`src/rtl/assert_macros.svh`:
```
// Assertion macros used by the top-level RTL file.
`ifndef ASSERT_MACROS_SVH
`define ASSERT_MACROS_SVH

// Property checked on every rising clock edge outside reset.
`define ASSERT_CLK(label, prop, msg) \
    label: assert property (@(posedge i_clk) disable iff (!i_rst_n) prop) else $error(msg);

// Condition that must never hold outside reset.
`define ASSERT_NEVER(label, cond, msg) \
    `ASSERT_CLK(label, !(cond), msg)

`endif

```
`src/rtl/pitb_pkg.sv`:
```
// Package: widths, types and verdict codes of the point-in-triangle block.
`timescale 1ns / 1ps

package pitb_pkg;

    // Coordinate width; the legal range is 8 to 32.
    localparam int COORD_WIDTH = 16;

    // Edge and offset vectors: one bit over the coordinates.
    localparam int EW = COORD_WIDTH + 1;
    // One product of two vector components.
    localparam int SW = 2 * EW;
    // Dot product of two vectors (sum of three products).
    localparam int DW = SW + 1;
    // Split of a dot product for the wide multiplier.
    localparam int LO_W = DW / 2;
    localparam int HI_W = DW - LO_W;
    // Product of two dot products.
    localparam int PW = 2 * DW;
    // det, un, vn and det - un - vn.
    localparam int WW = PW + 2;

    localparam int VERDICT_W = 3;

    typedef logic signed [COORD_WIDTH-1:0] t_coord;
    typedef logic signed [EW-1:0]          t_diff;
    typedef logic signed [SW-1:0]          t_sprod;
    typedef logic signed [DW-1:0]          t_dot;
    typedef logic signed [PW-1:0]          t_wprod;
    typedef logic signed [WW-1:0]          t_wide;

    typedef enum logic [VERDICT_W-1:0] {
        VERDICT_INSIDE     = 3'd0,
        VERDICT_DEGENERATE = 3'd1,
        VERDICT_U_NEG      = 3'd2,
        VERDICT_V_NEG      = 3'd3,
        VERDICT_UV_OVER    = 3'd4
    } t_verdict;

    typedef struct packed {
        logic     in_tri;
        t_verdict verdict;
    } t_result;

endpackage

```
`src/rtl/pitb_wmul.sv`:
```
// Two-stage signed multiplier for dot-product words, built from four partial products.
`timescale 1ns / 1ps

module pitb_wmul
    import pitb_pkg::*;
(
    input  logic   i_clk,
    input  logic   i_en,
    input  t_dot   i_a,
    input  t_dot   i_b,
    output t_wprod o_p
);

    logic signed [HI_W-1:0] a_hi, b_hi;
    logic        [LO_W-1:0] a_lo, b_lo;

    assign a_hi = i_a[DW-1:LO_W];
    assign b_hi = i_b[DW-1:LO_W];
    assign a_lo = i_a[LO_W-1:0];
    assign b_lo = i_b[LO_W-1:0];

    logic signed [2*HI_W-1:0] r_hh;
    logic signed [DW:0]       r_hl, r_lh;
    logic        [2*LO_W-1:0] r_ll;
    t_wprod                   n_p, r_p;

    // stage A: partial products
    always_ff @(posedge i_clk) begin
        if (i_en) begin
            r_hh <= a_hi * b_hi;
            r_hl <= a_hi * $signed({1'b0, b_lo});
            r_lh <= $signed({1'b0, a_lo}) * b_hi;
            r_ll <= a_lo * b_lo;
        end
    end

    // stage B: weighted sum; exact, so modulo 2^PW arithmetic is safe
    always_comb begin
        n_p = (t_wprod'(r_hh) <<< (2 * LO_W))
            + (t_wprod'(r_hl) <<< LO_W)
            + (t_wprod'(r_lh) <<< LO_W)
            + t_wprod'(r_ll);
    end

    always_ff @(posedge i_clk) begin
        if (i_en) begin
            r_p <= n_p;
        end
    end

    assign o_p = r_p;

endmodule

```
`config.mk`:
```
export PLATFORM = sky130hd
export DESIGN_NAME = pitb_wmul
export DESIGN_NICKNAME = d
export VERILOG_FILES = /design/src/rtl/assert_macros.svh /design/src/rtl/pitb_pkg.sv /design/src/rtl/pitb_wmul.sv
export SDC_FILE = /design/constraint.sdc
export NUM_CORES = 2
export LEC_CHECK = 0
export CAP_MARGIN = 20
export CELL_PAD_IN_SITES_DETAIL_PLACEMENT = 0
export CELL_PAD_IN_SITES_GLOBAL_PLACEMENT = 1
export CORE_ASPECT_RATIO = 0.9
export CORE_UTILIZATION = 45
export CTS_CLUSTER_DIAMETER = 60
export DETAILED_ROUTE_END_ITERATION = 10
export DONT_BUFFER_PORTS = 1
export PLACE_DENSITY = 0.73
export SKIP_CTS_REPAIR_TIMING = 1
export SLEW_MARGIN = 30
export SYNTH_ARGS = -nofsm -noshare
export SYNTH_HDL_FRONTEND = slang
export SYNTH_SLANG_ARGS = --single-unit
```
`constraint.sdc`:
```
create_clock -name i_clk -period 21.9 [get_ports i_clk]
set_input_delay 3.285 -clock i_clk [delete_from_list [all_inputs] [get_ports i_clk]]
set_output_delay 3.285 -clock i_clk [all_outputs]
set_load 0.02 [all_outputs]
```
==> out/results.ini <==
[status]
outcome=finished, final reports clean

[logic_synthesis]
mean_instance_size_in_the_synthesized_netlist_sq_um=9.54
synth_area_leader_cell=sky130_fd_sc_hd__fa_1
synth_flop_cell=sky130_fd_sc_hd__edfxtp_1
ys_warn_count=0
synth.area.top_cells=sky130_fd_sc_hd__fa_1 43%, sky130_fd_sc_hd__edfxtp_1 12%, sky130_fd_sc_hd__ha_1 11%
synth_cells=5666
leading_cell_type_by_number_of_instances_after_synthesis=sky130_fd_sc_hd__inv_1
synth_top_cell_area_share=0.429
post_synth_instance_area_sq_mm=0.0540
postSynth.asyncResetShare=0
most_frequent_cells_after_synthesis=1,306 x sky130_fd_sc_hd__inv_1, 1,157 x sky130_fd_sc_hd__fa_1, 710 x sky130_fd_sc_hd__nand2_1, 576 x sky130_fd_sc_hd__and2_1, 473 x sky130_fd_sc_hd__ha_1
synth_cell_types=85
synthesis.nets=7368
ys_ff_latch=212
synth_enable_flop_cells=212
synth.yosys.seq_area_share=0.118

[global_route]
grt_pass1_wl_mm=228
globalRoute.totalOverflow=0
initial_antenna_violation_count=7
number_of_global_route_vias_before_repair=39600
maximum_number_of_pins_on_one_net_before_global_route_repair=213
globalRouteTotalUtil=0.245

[setup_path]
critical_path_depth=24
critical_path_class=in2reg
max_stage_delay_ps=580
timing.critical_path.from=i_b[17]
reg2reg_depth=11
crit_top_cell=sky130_fd_sc_hd__inv_1
crit_path_end=r_hh[34]
worst_path_max_delay_cell=sky130_fd_sc_hd__fa_1
crit_start_category=input pin
reg2reg_from=r_lh[8]
required_ps=22320
cp.arrival_ps=9430
rrSetupSlack_ps=17250
timing.critical_path.fanout_max=35
crit-reg2reg-capture=o_p[63]
cp_top_family=adder cells
end_kind=flop
critical_path.n_buffers_inverters=7
worstPathCellList=nand2_1, inv_1, fa_1, inv_1, fa_1, inv_1, ha_1, inv_1, fa_1, inv_1, fa_1, inv_1, fa_1, inv_1, ha_1, a21o_1, a21oi_1, o21ai_0, or3_1, a31oi_1, nor3_2, a2111oi_4, nor2_1, o311ai_1

[drt]
post-route-drc-count=0
avgRoutedWirePerCell_um=20.2
route.vias.total=36800
drt_via_density=5.20
drt-total-wl_mm=143
antenna_left=0
detailedRoute.firstPassIterationCount=7
drt_iter0_markers=2207

[min_path]
min_path_type=reg2reg

[place]
buffer_ports.inserted=0
dp.final_hpwl_mm=109
placed_cells_incl_taps=6995
gpl.final_weighted_congestion=0.859

[job]
drv.max_cap_violation_count=0

[cts]
clk-insertion-delay-late_ps=620
cts.clk_slew.worst_paths_ps=50
h_tree_levels=2
clock_path_buffers=3
ctsRootBufferMaster=sky130_fd_sc_hd__clkbuf_16
clock_sink_count=212
cts_inserted_buffers=40
tritoncts=yes

[sta]
tightest_slew_ps=1070
final.min_clock_period_ps=9010
timing.final.hold_violations=0
relSlewSlack=0.285
report.final.slew_viol_count=0
rsz_0062_raised_after_global_routing=no
setup_viol_count_final=0
post_route_setup_tns_ps=0
fin_worst_skew_ps=34.1
layout_worst_path_cycle_share=0.412
fmax_mhz=111

[die]
die-width_um=367
die_area_sq_mm=0.121
chipHeight_um=331
placement_rows=120
start_util=0.454
design.portCount=142
fp.coreArea_sq_mm=0.119

[finish]
nets=7153
drive_above_1_share=0.0219
area.growth.synth_to_final_pct=4.43
stdcell_count=7071

==> logic make-up after synthesis <==
logic type | Yosys count | synth area share
AND/OR/NAND/NOR | 1625 | 0.149
flip-flops | 212 | 0.118
XOR/XNOR | 167 | 0.0271
adder cells (fa/ha/maj) | 1630 | 0.538
AO/OA/AOI/OAI | 460 | 0.0580
multiplexers | 6 | 0.00116
buffers and inverters | 1566 | 0.109
==> metal layers <==
layer	global-route usage	wire, um	vias up
met5	0	0	-
met4	0.0641	3720	0
met3	0.0499	10700	180
met2	0.388	63200	1002
met1	0.343	65300	19000
li1	-	-	16600
==> flip-flops by register name, indices dropped and copies added (netlist names) <==
signal,flops
o_p,70
r_hh,36
r_hl,36
r_lh,36
r_ll,34
==> worst min-delay path by stage <==
stage,cells past startpoint,startpoint,endpoint
2_1_floorplan,0,r_ll[0],o_p[0]
3_3_place_gp,0,r_ll[0],o_p[0]
3_5_place_dp,0,r_ll[9],o_p[9]
4_1_cts,0,r_ll[1],o_p[1]
5_1_grt,0,r_ll[4],o_p[4]
6_report,0,r_ll[1],o_p[1]
==> cell type report <==
class                      instances  area, sq um
clock buffer                      41         1000
fill                           11200        62600
clock inverter                    31          333
antenna                            4         10.0
inverter                        1306         4900
sequential                       212         6370
multi-input combinational       3888        41800
tap                             1586         1980
timing repair buffer               3         26.3
==> stage by stage <==
stage | util | hold slack (ps) | setup WS, ps | cell area, sq um
2_1_floorplan | - | 400 | 12410 | 54000
3_3_place_gp | 0.462 | 402 | 12050 | 55000
3_5_place_dp | 0.462 | 405 | 12320 | 55100
4_1_cts | 0.474 | 421 | 12920 | 56400
5_1_grt | 0.474 | 423 | 12500 | 56400
6_report | 0.474 | 419 | 12890 | 56400
==> cell usage in the layout (no fill, tap or decap), types with 6 or more instances in the layout <==
master,instances
sky130_fd_sc_hd__and2_1,576
sky130_fd_sc_hd__nand2_1,710
sky130_fd_sc_hd__xor2_1,39
sky130_fd_sc_hd__o21bai_1,14
sky130_fd_sc_hd__a211oi_1,14
sky130_fd_sc_hd__edfxtp_1,212
sky130_fd_sc_hd__o21a_1,23
sky130_fd_sc_hd__o211ai_1,14
sky130_fd_sc_hd__xnor2_1,125
sky130_fd_sc_hd__clkbuf_16,40
sky130_fd_sc_hd__a31oi_1,20
sky130_fd_sc_hd__ha_1,473
sky130_fd_sc_hd__o21ai_0,74
sky130_fd_sc_hd__nor2b_1,27
sky130_fd_sc_hd__nor2_1,135
sky130_fd_sc_hd__a21oi_1,131
sky130_fd_sc_hd__nand2b_1,31
sky130_fd_sc_hd__and3_1,20
sky130_fd_sc_hd__inv_1,1305
sky130_fd_sc_hd__nand3_1,34
sky130_fd_sc_hd__a21boi_0,8
sky130_fd_sc_hd__inv_8,6
sky130_fd_sc_hd__fa_1,1157
sky130_fd_sc_hd__or3_1,8
sky130_fd_sc_hd__nor3_1,32
sky130_fd_sc_hd__o31ai_1,7
sky130_fd_sc_hd__nand4_1,14
sky130_fd_sc_hd__or2_2,9
sky130_fd_sc_hd__a21o_1,67
Power is not shown: default switching activity piles up to over one toggle a cycle in this logic, so the estimate is an artifact.
